## config.mk

```make
export PLATFORM = sky130hd
export DESIGN_NAME = rhcc_div_step
export DESIGN_NICKNAME = d
export VERILOG_FILES = /design/src/design/rhcc_pkg.sv /design/src/design/rhcc_div_step.sv
export SDC_FILE = /design/constraint.sdc
export NUM_CORES = 1
export LEC_CHECK = 0
export BUFFER_PORTS_ARGS = -buffer_cell sky130_fd_sc_hd__clkbuf_2
export CORE_ASPECT_RATIO = 1.5
export CORE_MARGIN = 1
export CORE_UTILIZATION = 30
export DETAILED_ROUTE_END_ITERATION = 16
export GPL_ROUTABILITY_DRIVEN = 0
export GPL_TIMING_DRIVEN = 0
export SLEW_MARGIN = 20
export SYNTH_ARGS = -nofsm -noshare
export SYNTH_HDL_FRONTEND = slang
export SYNTH_SLANG_ARGS = --single-unit
```

## constraint.sdc

```tcl
create_clock -name clock -period 3.7 [get_ports clock]
set_input_delay 1.11 -clock clock [delete_from_list [all_inputs] [get_ports clock]]
set_output_delay 1.11 -clock clock [all_outputs]
set_load 0.05 [all_outputs]
```

## src/design/rhcc_pkg.sv

```systemverilog
package rhcc_pkg;

   // number format
   localparam int COMPONENT_BITS    = 12;
   localparam int HUE_FRACTION_BITS = 6;
   localparam int TOLERANCE         = 1;

   localparam int CW     = COMPONENT_BITS + 1;
   localparam int HW     = 9 + HUE_FRACTION_BITS;
   localparam int ONE    = 1 << COMPONENT_BITS;
   localparam int SECTOR = 60 << HUE_FRACTION_BITS;
   localparam int FULL   = 360 << HUE_FRACTION_BITS;

   // divider: quotient bits and numerator width
   localparam int SQW = $clog2(SECTOR + 1);
   localparam int QW  = (CW > SQW) ? CW : SQW;
   localparam int NW  = QW + CW;

   // hsv to rgb: division by ONE * SECTOR = 15 << DEN_SHIFT
   // (sixty is fifteen times four, hence the extra two bits)
   localparam int      DEN_SHIFT = COMPONENT_BITS + HUE_FRACTION_BITS + 2;
   localparam int      DW        = DEN_SHIFT + 4;
   localparam longint  DEN       = longint'(ONE) * longint'(SECTOR);
   localparam int      PW        = CW + DW;
   localparam int      YW        = CW + 4;
   localparam int      RK        = CW + 9;
   localparam longint  RM        = ((longint'(1) << RK) + 14) / 15;
   localparam int      RMW       = RK - 3;
   localparam int      MW        = YW + RMW;

   // operation codes
   localparam logic OP_TO_HSV = 1'b0;
   localparam logic OP_TO_RGB = 1'b1;

   // hue sectors
   localparam logic [2:0] SEC_RED_YEL = 3'd0;
   localparam logic [2:0] SEC_YEL_GRN = 3'd1;
   localparam logic [2:0] SEC_GRN_CYN = 3'd2;
   localparam logic [2:0] SEC_CYN_BLU = 3'd3;
   localparam logic [2:0] SEC_BLU_MAG = 3'd4;
   localparam logic [2:0] SEC_MAG_RED = 3'd5;

   typedef struct packed {
      logic          op;
      logic [CW-1:0] red;
      logic [CW-1:0] green;
      logic [CW-1:0] blue;
      logic [HW-1:0] hue;
      logic          hue_undefined;
      logic [CW-1:0] saturation;
      logic [CW-1:0] brightness;
   } req_type;

   typedef struct packed {
      logic [CW-1:0] out_red;
      logic [CW-1:0] out_green;
      logic [CW-1:0] out_blue;
      logic [HW-1:0] out_hue;
      logic          out_hue_undefined;
      logic [CW-1:0] out_saturation;
      logic [CW-1:0] out_brightness;
   } rsp_type;

   // state carried through the divider stages
   typedef struct packed {
      logic          op;
      logic          grey_flag;
      logic          sat_zero;
      logic [CW-1:0] val;
      logic [CW-1:0] delta;
      logic [HW-1:0] base;
      logic          neg;
      logic [CW-1:0] sat_rem;
      logic [QW-1:0] sat_lo;
      logic [QW-1:0] sat_q;
      logic [CW-1:0] hue_rem;
      logic [QW-1:0] hue_lo;
      logic [QW-1:0] hue_q;
      logic [CW-1:0] red;
      logic [CW-1:0] green;
      logic [CW-1:0] blue;
   } pipe_type;

endpackage

```

## src/design/rhcc_div_step.sv

```systemverilog
module rhcc_div_step (
   input  logic               clock,
   input  logic               reset,
   input  logic               advance,
   input  logic               in_valid,
   input  rhcc_pkg::pipe_type in_pipe,
   output logic               out_valid,
   output rhcc_pkg::pipe_type out_pipe
);
   import rhcc_pkg::*;

   pipe_type pipe_ff;
   pipe_type pipe_in;
   logic     vld_ff;

   // one restoring step for each of the two quotients
   always_comb begin
      logic [CW:0] sw;
      logic [CW:0] hw;
      pipe_in = in_pipe;
      sw = {in_pipe.sat_rem, in_pipe.sat_lo[QW-1]};
      hw = {in_pipe.hue_rem, in_pipe.hue_lo[QW-1]};
      pipe_in.sat_lo = in_pipe.sat_lo << 1;
      pipe_in.hue_lo = in_pipe.hue_lo << 1;
      if (sw >= {1'b0, in_pipe.val}) begin
         pipe_in.sat_rem = CW'(sw - {1'b0, in_pipe.val});
         pipe_in.sat_q   = {in_pipe.sat_q[QW-2:0], 1'b1};
      end else begin
         pipe_in.sat_rem = CW'(sw);
         pipe_in.sat_q   = {in_pipe.sat_q[QW-2:0], 1'b0};
      end
      if (hw >= {1'b0, in_pipe.delta}) begin
         pipe_in.hue_rem = CW'(hw - {1'b0, in_pipe.delta});
         pipe_in.hue_q   = {in_pipe.hue_q[QW-2:0], 1'b1};
      end else begin
         pipe_in.hue_rem = CW'(hw);
         pipe_in.hue_q   = {in_pipe.hue_q[QW-2:0], 1'b0};
      end
   end

   always_ff @(posedge clock) begin
      if (advance) pipe_ff <= pipe_in;
   end

   always_ff @(posedge clock) begin
      if (reset) begin
         vld_ff <= 1'b0;
      end else if (advance) begin
         vld_ff <= in_valid;
      end
   end

   assign out_valid = vld_ff;
   assign out_pipe  = pipe_ff;

endmodule

```

==> flow_summary_export.csv, run 1 <==
group,metric,value,unit
critical_path,timing.rr.end,"out_valid",
route,viasPerCell,4.48,
critical_path,cp.arrival,3650,ps
place,post-place-ws,-218,ps
hold_path,hold_path_depth,2,
place,dp_hpwl,12800,um
pwr,vdd_ir_drop_max,267,uV
grt,grt_usage,14.5,%
yosys,yosysWarnings,0,
timing,setup_viol,0,
critical_path,cp-end-kind,"flip-flop",
layout,final_common_cell,"clkbuf_2",
timing,hold_violations,0,
critical_path,cp_max_fo,8,
yosys,synthCells,408,
grt,grt_max_degree,86,
clock_tree,post_cts_buffers,0,
yosys,ys_seq_elements,161,
clock_tree,cts_root_buf,"clkbuf_16",
timing,fin_crit_sh,93.8,%
critical_path,criticalPathCategory,"in -> reg",
clock_tree,clkTransAtPathRegs,60,ps
route,firstDrtPassIters,4,
route,wl_met1,6000,um
grt,grt_pass1_wl,23900,um
critical_path,cp_common_cell,"inv_1",
clock_tree,cts-buffers-inserted,17,
critical_path,cp_slowest_stage_delay,450,ps
timing,rsz0062_at_grt,"no",
layout,fin_nets,947,
floorplan,die-area,0.0227,sq mm
route,detail_route.wl_per_cell,15.9,um
layout,layout_common_cells,"clkbuf_2, edfxtp_1, inv_1, ha_1, a21oi_1",
pwr,p_leak,4.07,nW
critical_path,crit_chain,"clkbuf_2 > inv_1 > ha_1 > inv_1 > fa_1 > a211oi_1 > o21ai_0 > a21oi_1 > o21a_1 > buf_4 > inv_4 > mux2_2",
floorplan,initial_core_util,30.5,%
floorplan,placeableCoreArea,0.0217,sq mm
critical_path,reg2reg_slack,3120,ps
timing,timing.hold.ws,499,ps
grt,antenna_found_initial,2,
clock_tree,clk_latency,430,ps
hold_path,hp-start,"out_valid",
yosys,synthTopCellsByArea,"edfxtp_1, ha_1, inv_1, mux2_4, mux2_2",
pwr,pwr_density_cell,558,mW/mm^2
critical_path,cp_top_family,"compound AO/OA/AOI/OAI gates",
yosys,synth_cell_type_count,50,
timing,worst_slack,230,ps
status,status,"completed",
timing,post-route-min-period,3470,ps
yosys,synthFlopType,"edfxtp_1",
timing,fmax,288,MHz
yosys,yosysSeqAreaShare,72.8,%
clock_tree,post_cts_resize_count,0,
clock_tree,ctsHoldBuffers,0,
route,wl_met2,8770,um
timing,worst-slew-pin-transition,743,ps
critical_path,slowest_stage,"a21oi_1",
critical_path,cp.required,3880,ps
yosys,yosys.area.top_type,"edfxtp_1",
route,drt_wl_total,16500,um
yosys,synth.avg_cell_area,16.3,sq um
yosys,synthArstFlopShare,0,%
critical_path,critPathBufInv,5,
clock_tree,cts_max_level,4,
yosys,synth_area,0.00663,sq mm
floorplan,die_y,184,um
route,drc,0,
grt,grt_pass1_vias,4615,
floorplan,die_x,123,um
route,wl_met3,1350,um
layout,drive_gt1_share,49.7,%
clock_tree,cts_buffer_depth,2,
critical_path,path_depth,12,
run,max_cap_violations,0,
route,first_iter_violations,208,
timing,relSlewSlack,50.5,%
critical_path,cp-start-kind,"input pin",
yosys,synth_edf_count,160,
place,portBuffers,324,
grt,grt-ovfl-total,0,
critical_path,r2r_cells,2,
layout,area_growth,38.5,%
route,highest_layer,"met4",
route,ant_nets,0,
clock_tree,cts.sinks,161,
hold_path,worstHoldPathType,"reg -> reg",
clock_tree,cts_tree,"built",
floorplan,rows,66,
timing,slew_violations,0,
floorplan,ios,329,
timing,clock_skew,0,ps
yosys,synth_top_cell_area_share,72.5,%
route,num_vias,4654,
critical_path,r2r_start,"out_valid",
hold_path,hold_end,"out_valid",
-- stage by stage --
| stage | util, % | cell area (sq um) | power (mW) | setup TNS [ps] | instances |
|---|---|---|---|---|---|
| after detailed placement | 39.8 | 8630 | 3.53 | -3380 | 1006 |
| after global routing | 42.3 | 9180 | 5.35 | 0 | 1039 |
| after floorplan | - | 6640 | 3.17 | 0 | 409 |
| final | 42.3 | 9190 | 5.13 | 0 | 1040 |
| after CTS | 42.3 | 9180 | 5.21 | 0 | 1038 |
| after global placement | 39.6 | 8600 | 3.53 | -136060 | 1005 |
-- tightest hold or removal path, cell delays in order (launching register included) --
cell and delay [ps]:
dfxtp_1 330, mux2i_1 70, nor2_1 70
-- synthesized netlist by cell type (6+ instances only) --
cell type / number
nor2_1: 14
inv_1: 33
o31ai_1: 6
nand2_1: 17
xnor2_1: 9
mux2_2: 9
mux2_4: 8
nand3_1: 8
edfxtp_1: 160
o21ai_0: 14
ha_1: 26
o211ai_1: 10
a21oi_1: 20
-- per-layer routing --
layer / global-route usage [%] / up-vias
met4: 7.52 / 0
met3: 4.70 / 18
met2: 26.1 / 206
met1: 14.7 / 2168
met5: 0 / -
li1: - / 2262
-- area by class of cell --
type	count	area, sq um
Sequential cell	161	4820
Tap cell	272	340
Multi-Input combinational cell	207	1630
Antenna cell	2	5.00
Clock inverter	12	110
Timing Repair Buffer	325	1660
Inverter	35	139
Buffer	6	42.5
Fill cell	2081	12500
Clock buffer	20	437
-- logic make-up (layout without fill, tap and decap cells) --
logic type,after synthesis,after routing,share of synthesized area [%]
other,1,4,0.0565
xor gates and xnor gates,14,14,1.85
AOI/OAI and AO/OA,80,80,8.53
muxes,21,21,3.94
and+or+nand+nor,62,62,4.62
buffers and inverters,41,398,2.74
adders and majority gates,28,28,5.51
DFF,161,161,72.8
-- where the power goes --
part	total, mW	internal (mW)	switching [mW]
clock	1.65	0.928	0.718
combinational	1.23	0.331	0.900
sequential	2.25	2.21	0.0464
-- registers in the layout (all words and copies together), names as in the netlist --
signal,count
out_pipe,160
out_valid,1
-- worst max path at each step --
stage,startpoint,endpoint
2_1_floorplan,in_pipe[64],out_pipe[67]
3_3_place_gp,advance,out_valid
3_5_place_dp,in_pipe[64],out_pipe[75]
4_1_cts,in_pipe[64],out_pipe[68]
5_1_grt,in_pipe[103],out_pipe[108]
6_report,in_pipe[103],out_pipe[108]
Note: power is estimated with default switching activity, not from simulation.
==> inputs of run 2 (changes only) <==
--- a/config.mk
+++ b/config.mk
@@ -5,10 +5,12 @@
 export SDC_FILE = /design/constraint.sdc
 export NUM_CORES = 1
 export LEC_CHECK = 0
+export ABC_CLOCK_PERIOD_IN_PS = 3700
 export BUFFER_PORTS_ARGS = -buffer_cell sky130_fd_sc_hd__clkbuf_2
 export CORE_ASPECT_RATIO = 1.5
 export CORE_MARGIN = 1
 export CORE_UTILIZATION = 30
+export CTS_BUF_LIST = sky130_fd_sc_hd__clkbuf_8 sky130_fd_sc_hd__clkbuf_16
 export DETAILED_ROUTE_END_ITERATION = 16
 export GPL_ROUTABILITY_DRIVEN = 0
 export GPL_TIMING_DRIVEN = 0
==> flow_summary_export.csv, run 2 (synthesis gave the netlist of run 1 again) <==
group,metric,value,unit
pwr,clock_power_share,32.0,%
clock_tree,cts.sinks,161,
layout,final_common_cell,"clkbuf_2",
critical_path,r2r_start,"out_valid",
critical_path,crit_chain,"clkbuf_2 > inv_1 > ha_1 > inv_1 > fa_1 > a211oi_1 > o21ai_0 > a21oi_1 > o21a_1 > buf_4 > inv_4 > mux2_2",
pwr,seqPwrFrac,44.0,%
route,drt_wl_total,16500,um
floorplan,die_x,123,um
layout,area_growth,38.5,%
layout,fin_nets,947,
layout,layout_common_cells,"clkbuf_2, edfxtp_1, inv_1, ha_1, a21oi_1",
clock_tree,clk_latency,430,ps
route,first_iter_violations,215,
clock_tree,cts_tree,"built",
timing,slew_violations,0,
place,dp_hpwl,12800,um
layout,drive_gt1_share,49.7,%
timing,clock_skew,0,ps
critical_path,path_depth,12,
route,viasPerCell,4.47,
pwr,switching_power,1.66,mW
critical_path,cp-end-kind,"flip-flop",
place,portBuffers,324,
critical_path,r2r_cells,2,
clock_tree,clkTransAtPathRegs,60,ps
critical_path,cp.arrival,3650,ps
floorplan,placeableCoreArea,0.0217,sq mm
critical_path,cp_max_fo,8,
grt,grt_pass1_wl,23900,um
layout,design_area,0.00919,sq mm
status,status,"completed",
route,num_vias,4653,
floorplan,die-area,0.0227,sq mm
pwr,switching_share,32.5,%
place,place_area,0.00863,sq mm
floorplan,rows,66,
timing,finalSetupTns,0,ps
pwr,pwr_density_cell,558,mW/mm^2
floorplan,initial_core_util,30.5,%
timing,setup_viol,0,
layout,largest_register_ffs,160,
floorplan,die_y,184,um
grt,grt-ovfl-total,0,
critical_path,endpoint,"out_pipe[108]",
critical_path,reg2reg_slack,3120,ps
grt,grt_pass1_vias,4615,
pwr,internal-power,3.46,mW
clock_tree,cts_max_level,4,
clock_tree,cts_buffer_depth,2,
clock_tree,ctsHoldBuffers,0,
critical_path,timing.rr.end,"out_valid",
clock_tree,cts-buffers-inserted,17,
critical_path,cp.required,3880,ps
timing,relSlewSlack,50.6,%
timing,hold_violations,0,
timing,worst-slew-pin-transition,740,ps
route,firstDrtPassIters,4,
critical_path,critPathBufInv,5,
clock_tree,post_cts_buffers,0,
critical_path,cp_slowest_stage_delay,450,ps
critical_path,slowest_stage,"a21oi_1",
critical_path,cp_common_cell,"inv_1",
grt,grt_max_degree,86,
critical_path,criticalPathCategory,"in -> reg",
critical_path,cp-startpoint,"in_pipe[103]",
route,drc,0,
critical_path,cp-start-kind,"input pin",
grt,grt_usage,14.5,%
hold_path,worstHoldPathType,"reg -> reg",
route,detail_route.wl_per_cell,15.9,um
timing,fmax,288,MHz
timing,rsz0062_at_grt,"no",
clock_tree,post_cts_resize_count,0,
timing,fin_crit_sh,93.8,%
pwr,combPwrFrac,24.0,%
route,ant_nets,0,
pwr,vdd_ir_drop_max,267,uV
pwr,p_leak,4.08,nW
clock_tree,cts_root_buf,"clkbuf_16",
grt,antenna_found_initial,2,
critical_path,cp_top_family,"compound AO/OA/AOI/OAI gates",
timing,post-route-min-period,3470,ps
floorplan,ios,329,
run,max_cap_violations,0,
run 2: cell count changes in the layout (fill, tap and decap cells not counted), sizes merged:
cell,delta
clkbuf,-3
inv,+3
run 2: worst register-to-register path, delay by kind of cell, from the launching register on:
family           cells  cell delay (ps)
AND/OR/NAND/NOR      1               50
multiplexers         1              120
flip-flops           1              310
run 2: layout make-up:
cell class,count,area [sq um]
fillers,2081,12500
repair buffers,325,1660
flip-flops and latches,161,4820
inverters,35,139
clock buffers,17,425
plain buffers,6,42.5
clock inverters,15,121
diodes,2,5.00
multi-input cells,207,1630
well taps,272,340
run 2: per-layer routing:
layer | global-route usage (%) | vias to the layer above | routed length, um
met5 | 0 | - | 0
met4 | 7.52 | 0 | 367
met3 | 4.70 | 18 | 1340
met2 | 26.1 | 204 | 8770
met1 | 14.7 | 2169 | 6030
li1 | - | 2262 | -
run 2: per-stage QoR:
step / utilization [%] / hold slack [ps] / std cells / total power [mW] / worst slack (ps)
2_1_floorplan: - / 733 / 409 / 3.17 / 241
3_3_place_gp: 39.6 / 475 / 1005 / 3.53 / -919
3_5_place_dp: 39.8 / 490 / 1006 / 3.53 / -218
4_1_cts: 42.3 / 507 / 1038 / 5.20 / 240
5_1_grt: 42.3 / 557 / 1039 / 5.34 / 16.7
6_report: 42.3 / 499 / 1040 / 5.12 / 230
run 2: worst min path at each step:
stage | from | endpoint | slack, ps | cells after the start
2_1_floorplan | out_valid | out_valid | 730 | 2
4_1_cts | out_valid | out_valid | 510 | 2
3_5_place_dp | out_valid | out_valid | 490 | 2
6_report | out_valid | out_valid | 500 | 2
5_1_grt | out_valid | out_valid | 560 | 2
3_3_place_gp | out_valid | out_valid | 480 | 2
run 2: power groups by stage:
stage	combinational, mW	sequential (mW)	clock, mW
global placement	1.23	2.30	0
CTS	1.24	2.26	1.70
global route	1.30	2.27	1.77
floorplan	0.291	2.88	0
detailed placement	1.24	2.29	0
finish	1.23	2.25	1.64
