==> src/design/rhcc_pkg.sv <==
package rhcc_pkg;

   // number format
   localparam int COMPONENT_BITS    = 12;
   localparam int HUE_FRACTION_BITS = 6;
   localparam int TOLERANCE         = 1;

   localparam int CW     = COMPONENT_BITS + 1;
   localparam int HW     = 9 + HUE_FRACTION_BITS;
   localparam int ONE    = 1 << COMPONENT_BITS;
   localparam int SECTOR = 60 << HUE_FRACTION_BITS;
   localparam int FULL   = 360 << HUE_FRACTION_BITS;

   // divider: quotient bits and numerator width
   localparam int SQW = $clog2(SECTOR + 1);
   localparam int QW  = (CW > SQW) ? CW : SQW;
   localparam int NW  = QW + CW;

   // hsv to rgb: division by ONE * SECTOR = 15 << DEN_SHIFT
   // (sixty is fifteen times four, hence the extra two bits)
   localparam int      DEN_SHIFT = COMPONENT_BITS + HUE_FRACTION_BITS + 2;
   localparam int      DW        = DEN_SHIFT + 4;
   localparam longint  DEN       = longint'(ONE) * longint'(SECTOR);
   localparam int      PW        = CW + DW;
   localparam int      YW        = CW + 4;
   localparam int      RK        = CW + 9;
   localparam longint  RM        = ((longint'(1) << RK) + 14) / 15;
   localparam int      RMW       = RK - 3;
   localparam int      MW        = YW + RMW;

   // operation codes
   localparam logic OP_TO_HSV = 1'b0;
   localparam logic OP_TO_RGB = 1'b1;

   // hue sectors
   localparam logic [2:0] SEC_RED_YEL = 3'd0;
   localparam logic [2:0] SEC_YEL_GRN = 3'd1;
   localparam logic [2:0] SEC_GRN_CYN = 3'd2;
   localparam logic [2:0] SEC_CYN_BLU = 3'd3;
   localparam logic [2:0] SEC_BLU_MAG = 3'd4;
   localparam logic [2:0] SEC_MAG_RED = 3'd5;

   typedef struct packed {
      logic          op;
      logic [CW-1:0] red;
      logic [CW-1:0] green;
      logic [CW-1:0] blue;
      logic [HW-1:0] hue;
      logic          hue_undefined;
      logic [CW-1:0] saturation;
      logic [CW-1:0] brightness;
   } req_type;

   typedef struct packed {
      logic [CW-1:0] out_red;
      logic [CW-1:0] out_green;
      logic [CW-1:0] out_blue;
      logic [HW-1:0] out_hue;
      logic          out_hue_undefined;
      logic [CW-1:0] out_saturation;
      logic [CW-1:0] out_brightness;
   } rsp_type;

   // state carried through the divider stages
   typedef struct packed {
      logic          op;
      logic          grey_flag;
      logic          sat_zero;
      logic [CW-1:0] val;
      logic [CW-1:0] delta;
      logic [HW-1:0] base;
      logic          neg;
      logic [CW-1:0] sat_rem;
      logic [QW-1:0] sat_lo;
      logic [QW-1:0] sat_q;
      logic [CW-1:0] hue_rem;
      logic [QW-1:0] hue_lo;
      logic [QW-1:0] hue_q;
      logic [CW-1:0] red;
      logic [CW-1:0] green;
      logic [CW-1:0] blue;
   } pipe_type;

endpackage

==> src/design/rhcc_front.sv <==
module rhcc_front (
   input  logic               clock,
   input  logic               reset,
   input  logic               advance,
   input  logic               in_valid,
   input  rhcc_pkg::req_type  in_req,
   output logic               out_valid,
   output rhcc_pkg::pipe_type out_pipe
);
   import rhcc_pkg::*;

   localparam logic [1:0] IDX_RED   = 2'd0;
   localparam logic [1:0] IDX_GREEN = 2'd1;
   localparam logic [1:0] IDX_BLUE  = 2'd2;

   typedef struct packed {
      logic            op;
      logic            grey_flag;
      logic            sat_zero;
      logic [CW-1:0]   val;
      logic [CW-1:0]   delta;
      logic [CW-1:0]   mag;
      logic [HW-1:0]   base;
      logic            neg;
      logic [NW-1:0]   sat_num;
      logic [NW-1:0]   hue_num;
      logic            undef;
      logic [HW-1:0]   hn;
      logic [CW-1:0]   sat;
      logic [CW-1:0]   bri;
      logic [2:0]      sec;
      logic [DW-1:0]   sf;
      logic [DW-1:0]   srest;
      logic [2*CW-1:0] pprod;
      logic [PW-1:0]   qprod;
      logic [PW-1:0]   tprod;
      logic [MW-1:0]   qm;
      logic [MW-1:0]   tm;
   } fr_type;

   fr_type   stg_ff [4];
   fr_type   stg_in [4];
   logic     vld_ff [4];
   pipe_type out_ff;
   pipe_type out_in;
   logic     out_vld_ff;

   function automatic logic near_one(input logic [CW-1:0] x);
      near_one = (int'(x) < ONE + TOLERANCE) && (int'(x) > ONE - TOLERANCE);
   endfunction

   // stage 1: max, min and grey tests; hue wrap and saturation clamp
   always_comb begin
      logic [CW-1:0] mxv;
      logic [CW-1:0] mnv;
      logic [1:0]    mxi;
      logic [CW-1:0] ca;
      logic [CW-1:0] cb;
      logic          blk;
      logic          wht;
      stg_in[0] = '0;
      mxv = in_req.red;
      mxi = IDX_RED;
      mnv = in_req.red;
      if (in_req.green > mxv) begin
         mxv = in_req.green;
         mxi = IDX_GREEN;
      end
      if (in_req.blue > mxv) begin
         mxv = in_req.blue;
         mxi = IDX_BLUE;
      end
      if (in_req.green < mnv) mnv = in_req.green;
      if (in_req.blue < mnv) mnv = in_req.blue;
      case (mxi)
         IDX_RED: begin
            ca = in_req.green;
            cb = in_req.blue;
            stg_in[0].base = '0;
         end
         IDX_GREEN: begin
            ca = in_req.blue;
            cb = in_req.red;
            stg_in[0].base = HW'(2 * SECTOR);
         end
         default: begin
            ca = in_req.red;
            cb = in_req.green;
            stg_in[0].base = HW'(4 * SECTOR);
         end
      endcase
      blk = (int'(in_req.red) < TOLERANCE) && (int'(in_req.green) < TOLERANCE)
            && (int'(in_req.blue) < TOLERANCE);
      wht = near_one(in_req.red) && near_one(in_req.green) && near_one(in_req.blue);
      stg_in[0].op        = in_req.op;
      stg_in[0].delta     = mxv - mnv;
      stg_in[0].neg       = ca < cb;
      stg_in[0].mag       = (ca < cb) ? cb - ca : ca - cb;
      stg_in[0].val       = blk ? '0 : (wht ? CW'(ONE) : mxv);
      stg_in[0].sat_zero  = blk || wht || (int'(mxv) < TOLERANCE);
      stg_in[0].grey_flag = blk || wht || (mxv == mnv);
      stg_in[0].undef     = in_req.hue_undefined;
      stg_in[0].bri       = in_req.brightness;
      stg_in[0].sat       = (in_req.saturation > CW'(ONE)) ? CW'(ONE) : in_req.saturation;
      if ((int'(in_req.hue) < FULL + TOLERANCE) && (int'(in_req.hue) > FULL - TOLERANCE))
         stg_in[0].hn = '0;
      else if (in_req.hue >= HW'(FULL))
         stg_in[0].hn = in_req.hue - HW'(FULL);
      else
         stg_in[0].hn = in_req.hue;
   end

   // stage 2: divider numerators; sector, fraction and first products
   always_comb begin
      logic [HW-1:0] f;
      stg_in[1] = stg_ff[0];
      stg_in[1].sat_num = NW'(stg_ff[0].delta) << COMPONENT_BITS;
      stg_in[1].hue_num = NW'(stg_ff[0].mag) * NW'(SECTOR);
      stg_in[1].sec = SEC_RED_YEL;
      for (int k = 1; k < 6; k++) begin
         if (stg_ff[0].hn >= HW'(k * SECTOR)) stg_in[1].sec = 3'(k);
      end
      f = stg_ff[0].hn - HW'(int'(stg_in[1].sec) * SECTOR);
      stg_in[1].sf    = DW'(stg_ff[0].sat) * DW'(f);
      stg_in[1].srest = DW'(stg_ff[0].sat) * (DW'(SECTOR) - DW'(f));
      stg_in[1].pprod = (2*CW)'(stg_ff[0].bri) * (2*CW)'(CW'(ONE) - stg_ff[0].sat);
   end

   // stage 3: v times the remaining numerators
   always_comb begin
      stg_in[2] = stg_ff[1];
      stg_in[2].qprod = PW'(stg_ff[1].bri) * PW'(DW'(DEN) - stg_ff[1].sf);
      stg_in[2].tprod = PW'(stg_ff[1].bri) * PW'(DW'(DEN) - stg_ff[1].srest);
   end

   // stage 4: divide by fifteen through a reciprocal
   always_comb begin
      stg_in[3] = stg_ff[2];
      stg_in[3].qm = MW'(YW'(stg_ff[2].qprod >> DEN_SHIFT)) * MW'(RM);
      stg_in[3].tm = MW'(YW'(stg_ff[2].tprod >> DEN_SHIFT)) * MW'(RM);
   end

   // stage 5: sector select and divider set-up
   always_comb begin
      logic [CW-1:0] pv;
      logic [CW-1:0] qv;
      logic [CW-1:0] tv;
      logic [CW-1:0] vv;
      pv = CW'(stg_ff[3].pprod >> COMPONENT_BITS);
      qv = CW'(stg_ff[3].qm >> RK);
      tv = CW'(stg_ff[3].tm >> RK);
      vv = stg_ff[3].bri;
      out_in = '0;
      out_in.op        = stg_ff[3].op;
      out_in.grey_flag = stg_ff[3].grey_flag;
      out_in.sat_zero  = stg_ff[3].sat_zero;
      out_in.val       = stg_ff[3].val;
      out_in.delta     = stg_ff[3].delta;
      out_in.base      = stg_ff[3].base;
      out_in.neg       = stg_ff[3].neg;
      out_in.sat_rem   = CW'(stg_ff[3].sat_num >> QW);
      out_in.sat_lo    = stg_ff[3].sat_num[QW-1:0];
      out_in.hue_rem   = CW'(stg_ff[3].hue_num >> QW);
      out_in.hue_lo    = stg_ff[3].hue_num[QW-1:0];
      if (stg_ff[3].undef) begin
         out_in.red   = vv;
         out_in.green = vv;
         out_in.blue  = vv;
      end else begin
         case (stg_ff[3].sec)
            SEC_RED_YEL: begin
               out_in.red = vv; out_in.green = tv; out_in.blue = pv;
            end
            SEC_YEL_GRN: begin
               out_in.red = qv; out_in.green = vv; out_in.blue = pv;
            end
            SEC_GRN_CYN: begin
               out_in.red = pv; out_in.green = vv; out_in.blue = tv;
            end
            SEC_CYN_BLU: begin
               out_in.red = pv; out_in.green = qv; out_in.blue = vv;
            end
            SEC_BLU_MAG: begin
               out_in.red = tv; out_in.green = pv; out_in.blue = vv;
            end
            SEC_MAG_RED: begin
               out_in.red = vv; out_in.green = pv; out_in.blue = qv;
            end
            default: begin
               out_in.red = vv; out_in.green = pv; out_in.blue = qv;
            end
         endcase
      end
   end

   always_ff @(posedge clock) begin
      if (advance) begin
         stg_ff[0] <= stg_in[0];
         for (int i = 1; i < 4; i++) stg_ff[i] <= stg_in[i];
         out_ff <= out_in;
      end
   end

   always_ff @(posedge clock) begin
      if (reset) begin
         for (int i = 0; i < 4; i++) vld_ff[i] <= 1'b0;
         out_vld_ff <= 1'b0;
      end else if (advance) begin
         vld_ff[0] <= in_valid;
         for (int i = 1; i < 4; i++) vld_ff[i] <= vld_ff[i-1];
         out_vld_ff <= vld_ff[3];
      end
   end

   assign out_valid = out_vld_ff;
   assign out_pipe  = out_ff;

endmodule

==> config.mk <==
export PLATFORM = sky130hd
export DESIGN_NAME = rhcc_front
export DESIGN_NICKNAME = d
export VERILOG_FILES = /design/src/design/rhcc_pkg.sv /design/src/design/rhcc_front.sv
export SDC_FILE = /design/constraint.sdc
export NUM_CORES = 2
export LEC_CHECK = 0
export BUFFER_PORTS_ARGS = -buffer_cell sky130_fd_sc_hd__buf_2
export CORE_ASPECT_RATIO = 0.9
export CORE_MARGIN = 5
export CORE_UTILIZATION = 45
export DETAILED_ROUTE_END_ITERATION = 7
export MAX_ROUTING_LAYER = met4
export PLACE_DENSITY = 0.69
export SYNTH_ARGS = -nofsm -noshare
export SYNTH_HDL_FRONTEND = slang
export SYNTH_SLANG_ARGS = --single-unit
==> constraint.sdc <==
create_clock -name clock -period 25.6 [get_ports clock]
set_input_delay 7.68 -clock clock [delete_from_list [all_inputs] [get_ports clock]]
set_output_delay 7.68 -clock clock [all_outputs]
set_load 0.03 [all_outputs]
==> results.rst <==
.. list-table::
   :header-rows: 1

   * - Metric
     - Value
   * - Data arrival, critical path
     - between 15 and 20 ns
   * - Required time at the endpoint of the critical path
     - approximately 26 ns
   * - Wire length of the first global-routing pass
     - roughly 270,000 µm
   * - Number of input and output port buffers inserted
     - 190
   * - Buffers inserted by post-CTS timing repair
     - 0
   * - Initial antenna violation count
     - 3
   * - Ports placed on the boundary
     - 249
   * - Via total after detailed routing
     - 45,959
   * - Unrepaired setup endpoints after global routing
     - false
   * - Most frequent cell after synthesis
     - sky130_fd_sc_hd__inv_1
   * - Portion of synthesized cell area occupied by the leading cell type
     - 0.3202
   * - Area inside the core boundary
     - approximately 150,000 µm²
   * - Post-synth EDFFs
     - about 530
   * - Beginning of the worst register-to-register path
     - stg_ff[0][258]
   * - Mean area per synthesized cell
     - between 10 and 15 µm²
   * - Clock Path Buffers
     - 3
   * - Fill cell total of the finished layout
     - between 10,000 and 15,000
   * - Source-to-sink clock delay at the later pin of the worst-skew pair
     - about 0.64 ns
   * - Category of the critical setup timing path
     - in2reg
   * - Highest-delay cell along the critical path
     - sky130_fd_sc_hd__nand2_1
   * - R2R depth
     - 34
   * - Post-Route Setup TNS
     - 0 ns
   * - Sum of overflow across all layers after global routing
     - 0
   * - Post-Syn Area
     - 69,280 µm²
   * - Sum of routed wire length over all layers
     - about 160,000 µm
   * - Area growth syn-to-layout
     - 6.680%
   * - Ys Warns
     - 0
   * - DRC violation count after routing
     - 0
   * - Synth Flop Type
     - sky130_fd_sc_hd__edfxtp_1
   * - Placed wire-length estimate after detailed placement
     - approximately 130,000 µm
   * - # resized after CTS
     - 0
   * - Minimum clock period after layout
     - about 15 ns
   * - Leading cell types by count after synthesis
     - 1,228 x sky130_fd_sc_hd__inv_1, 1,108 x sky130_fd_sc_hd__fa_1, 729 x sky130_fd_sc_hd__nand2_1, 702 x sky130_fd_sc_hd__ha_1, 575 x sky130_fd_sc_hd__and2_1
   * - Register-to-register setup slack
     - approximately 16 ns
   * - Clock tree from TritonCTS
     - built
   * - TritonRoute pass-1 iters
     - 8
   * - Setup violations, final
     - 0
   * - Post-synthesis register bit count
     - between 500 and 600
   * - Result of the run
     - finished clean
   * - Number of maximum-capacitance violations
     - 0
   * - Slew at the pin with the worst max-slew slack
     - about 1.4 ns
   * - Max Transition Viols Final
     - 0
   * - Total CTS buffers
     - 54
   * - Initial core utilization
     - 0.4529
   * - Multi-input gate area in the final layout
     - between 40,000 and 50,000 µm²
   * - Number of antenna-violating nets in the routed design
     - 0
   * - Launching element type of the critical path
     - input pin
   * - Beginning of the critical path
     - in_req[79]
   * - Setup skew after layout
     - 0.03372 ns
   * - Highest clock rate
     - between 60 and 70 MHz
   * - Die extent in y
     - about 380 µm
   * - Horiz. Die Dim
     - about 420 µm
   * - Path category of the worst min-delay check
     - reg2reg
   * - Via count of the first global-routing pass
     - slightly below 50,000
   * - R2r endpoint
     - stg_ff[1][195]
   * - First DRT Iteration DRCs
     - 3,089
   * - Period utilisation layout
     - 0.6037
   * - Overall global routing resource usage
     - 0.2090
   * - Std-Cell Rows
     - 136
   * - DIE AREA
     - roughly 160,000 µm²
   * - Clock sinks
     - between 500 and 600
   * - Largest stage delay on the critical path
     - roughly 0.63 ns
   * - Maximum number of pins on one net before global-route repair
     - ~170
   * - Number of stages on the worst hold path
     - 0
   * - FFs w/ async S/R, synth
     - 0
   * - Clk slew on worst S/H paths
     - ~0.07 ns
   * - Number of vias per cell
     - ~5.2
   * - Weighted congestion at the end of routability-driven global placement
     - ~0.87
   * - CTS root buffer
     - sky130_fd_sc_hd__clkbuf_16
   * - Cell count after synthesis
     - between 6,000 and 7,000
   * - CTS Hold Bufs
     - 0
   * - # H-tree levels
     - 2
   * - Post-synthesis cell type count
     - 84
   * - Top cells by area in the synthesized netlist
     - sky130_fd_sc_hd__fa_1 32%, sky130_fd_sc_hd__edfxtp_1 23%, sky130_fd_sc_hd__ha_1 13%, sky130_fd_sc_hd__inv_1 6.7%, sky130_fd_sc_hd__and2_1 5.2%
   * - Routed wirelength normalized by instance count
     - approximately 18 µm
   * - Worst relative slew slack
     - 0.09377
   * - Largest area contributor in the synthesized netlist
     - sky130_fd_sc_hd__fa_1
   * - Count of endpoints failing hold in the final timing report
     - 0
   * - Nets
     - 8,684
   * - Ratio of cells with drive above 1 in the final layout
     - 0.06178
   * - Fraction of the yosys area taken by sequential cells
     - 0.2291
   * - Maximum fanout count along the critical path
     - 54
   * - Critical Path End Type
     - flip-flop
   * - Critical Path End
     - stg_ff[0][343]
   * - Register area
     - 15,880 µm²
## per-stage QoR
stage / instances / instance area (µm²) / hold slack, ns / util / setup WS [ns]
after floorplan: 6787 / 69500 / 0.4003 / - / 11.38
final: 8837 / 73910 / 0.4066 / 0.4831 / 10.14
after global routing: 8835 / 73900 / 0.4205 / 0.4831 / 9.376
after CTS: 8832 / 73900 / 0.4114 / 0.4831 / 10.14
after global placement: 8733 / 72160 / 0.4005 / 0.4717 / 9.649
after detailed placement: 8733 / 72160 / 0.4045 / 0.4717 / 9.484
## routing by layer
| layer | wire length, µm | global-route usage |
|---|---|---|
| met1 | 73640 | 0.2891 |
| met2 | 76490 | 0.3373 |
| met3 | 8552 | 0.02370 |
| met4 | 3374 | 0.04197 |
| met5 | 0 | - |
## worst min-delay path by stage
| stage | to | start |
|---|---|---|
| CTS | out_pipe[134] | stg_ff[3][347] |
| finish | out_pipe[134] | stg_ff[3][347] |
| detailed placement | stg_ff[2][159] | stg_ff[1][159] |
| global placement | stg_ff[3][230] | stg_ff[2][230] |
| global route | stg_ff[3][283] | stg_ff[2][283] |
| floorplan | out_pipe[117] | stg_ff[3][317] |
## cell families after synthesis
family | count (synthesis) | share of synthesized area
DFF | 529 | 0.2291
buffers and inverters | 1577 | 0.08950
muxes | 63 | 0.009337
and+or+nand+nor | 1878 | 0.1353
xor gates and xnor gates | 257 | 0.03289
AOI/OAI and AO/OA | 615 | 0.05682
other | 1 | 0.00005413
adders and majority gates | 1810 | 0.4469
## final cells by class
class | instances | area share
Antenna cell | 5 | 0.0001693
Clock buffer | 59 | 0.01882
Clock inverter | 40 | 0.004672
Inverter | 1232 | 0.06257
Multi-Input combinational cell | 4681 | 0.6418
Sequential cell | 529 | 0.2148
Tap cell | 2001 | 0.03387
Timing Repair Buffer | 290 | 0.02333
## worst max-delay path: cells and delay by family
kind | cells | cell delay (ns)
compound gates | 13 | 3.37
simple gates | 6 | 1.77
buf+inv | 6 | 1.14
fa+ha+maj | 3 | 0.98
mux | 2 | 0.73
xor+xnor | 1 | 0.08
## sequential cells by signal (all words and copies together), names as in the netlist
register	flops
vld_ff	4
stg_ff	435
out_pipe	89
out_valid	1
## layout by cell type (no fill, tap or decap), drive strengths merged, types with 6 or more instances in the layout
cell type / Yosys / routed
a222oi: 14 / 14
a21boi: 18 / 18
clkbuf: 259 / 59
or3: 21 / 21
o21a: 39 / 39
ha: 702 / 702
mux2i: 59 / 59
inv: 1231 / 1237
nand4: 30 / 30
o221ai: 7 / 7
nor3: 66 / 66
o21ai: 157 / 157
buf: 86 / 290
o2111ai: 8 / 8
a31oi: 12 / 12
nor2b: 57 / 57
nand3b: 12 / 12
edfxtp: 528 / 528
o211ai: 19 / 19
nand2b: 32 / 32
nand3: 45 / 45
a211oi: 21 / 21
and2: 575 / 575
nor4: 25 / 25
and3: 19 / 19
a211o: 6 / 6
xnor2: 183 / 183
a21oi: 170 / 170
conb: 1 / 58
o22ai: 16 / 16
nor2: 209 / 209
or2: 21 / 21
a22oi: 16 / 16
o21bai: 16 / 16
a21o: 43 / 43
xor2: 72 / 72
nor3b: 19 / 19
clkinv: 1 / 27
fa: 1108 / 1108
nand2: 729 / 729
Power is left out: the tool's default activity adds up to more than one toggle a clock period on the data nets, which glitch-free logic cannot reach.
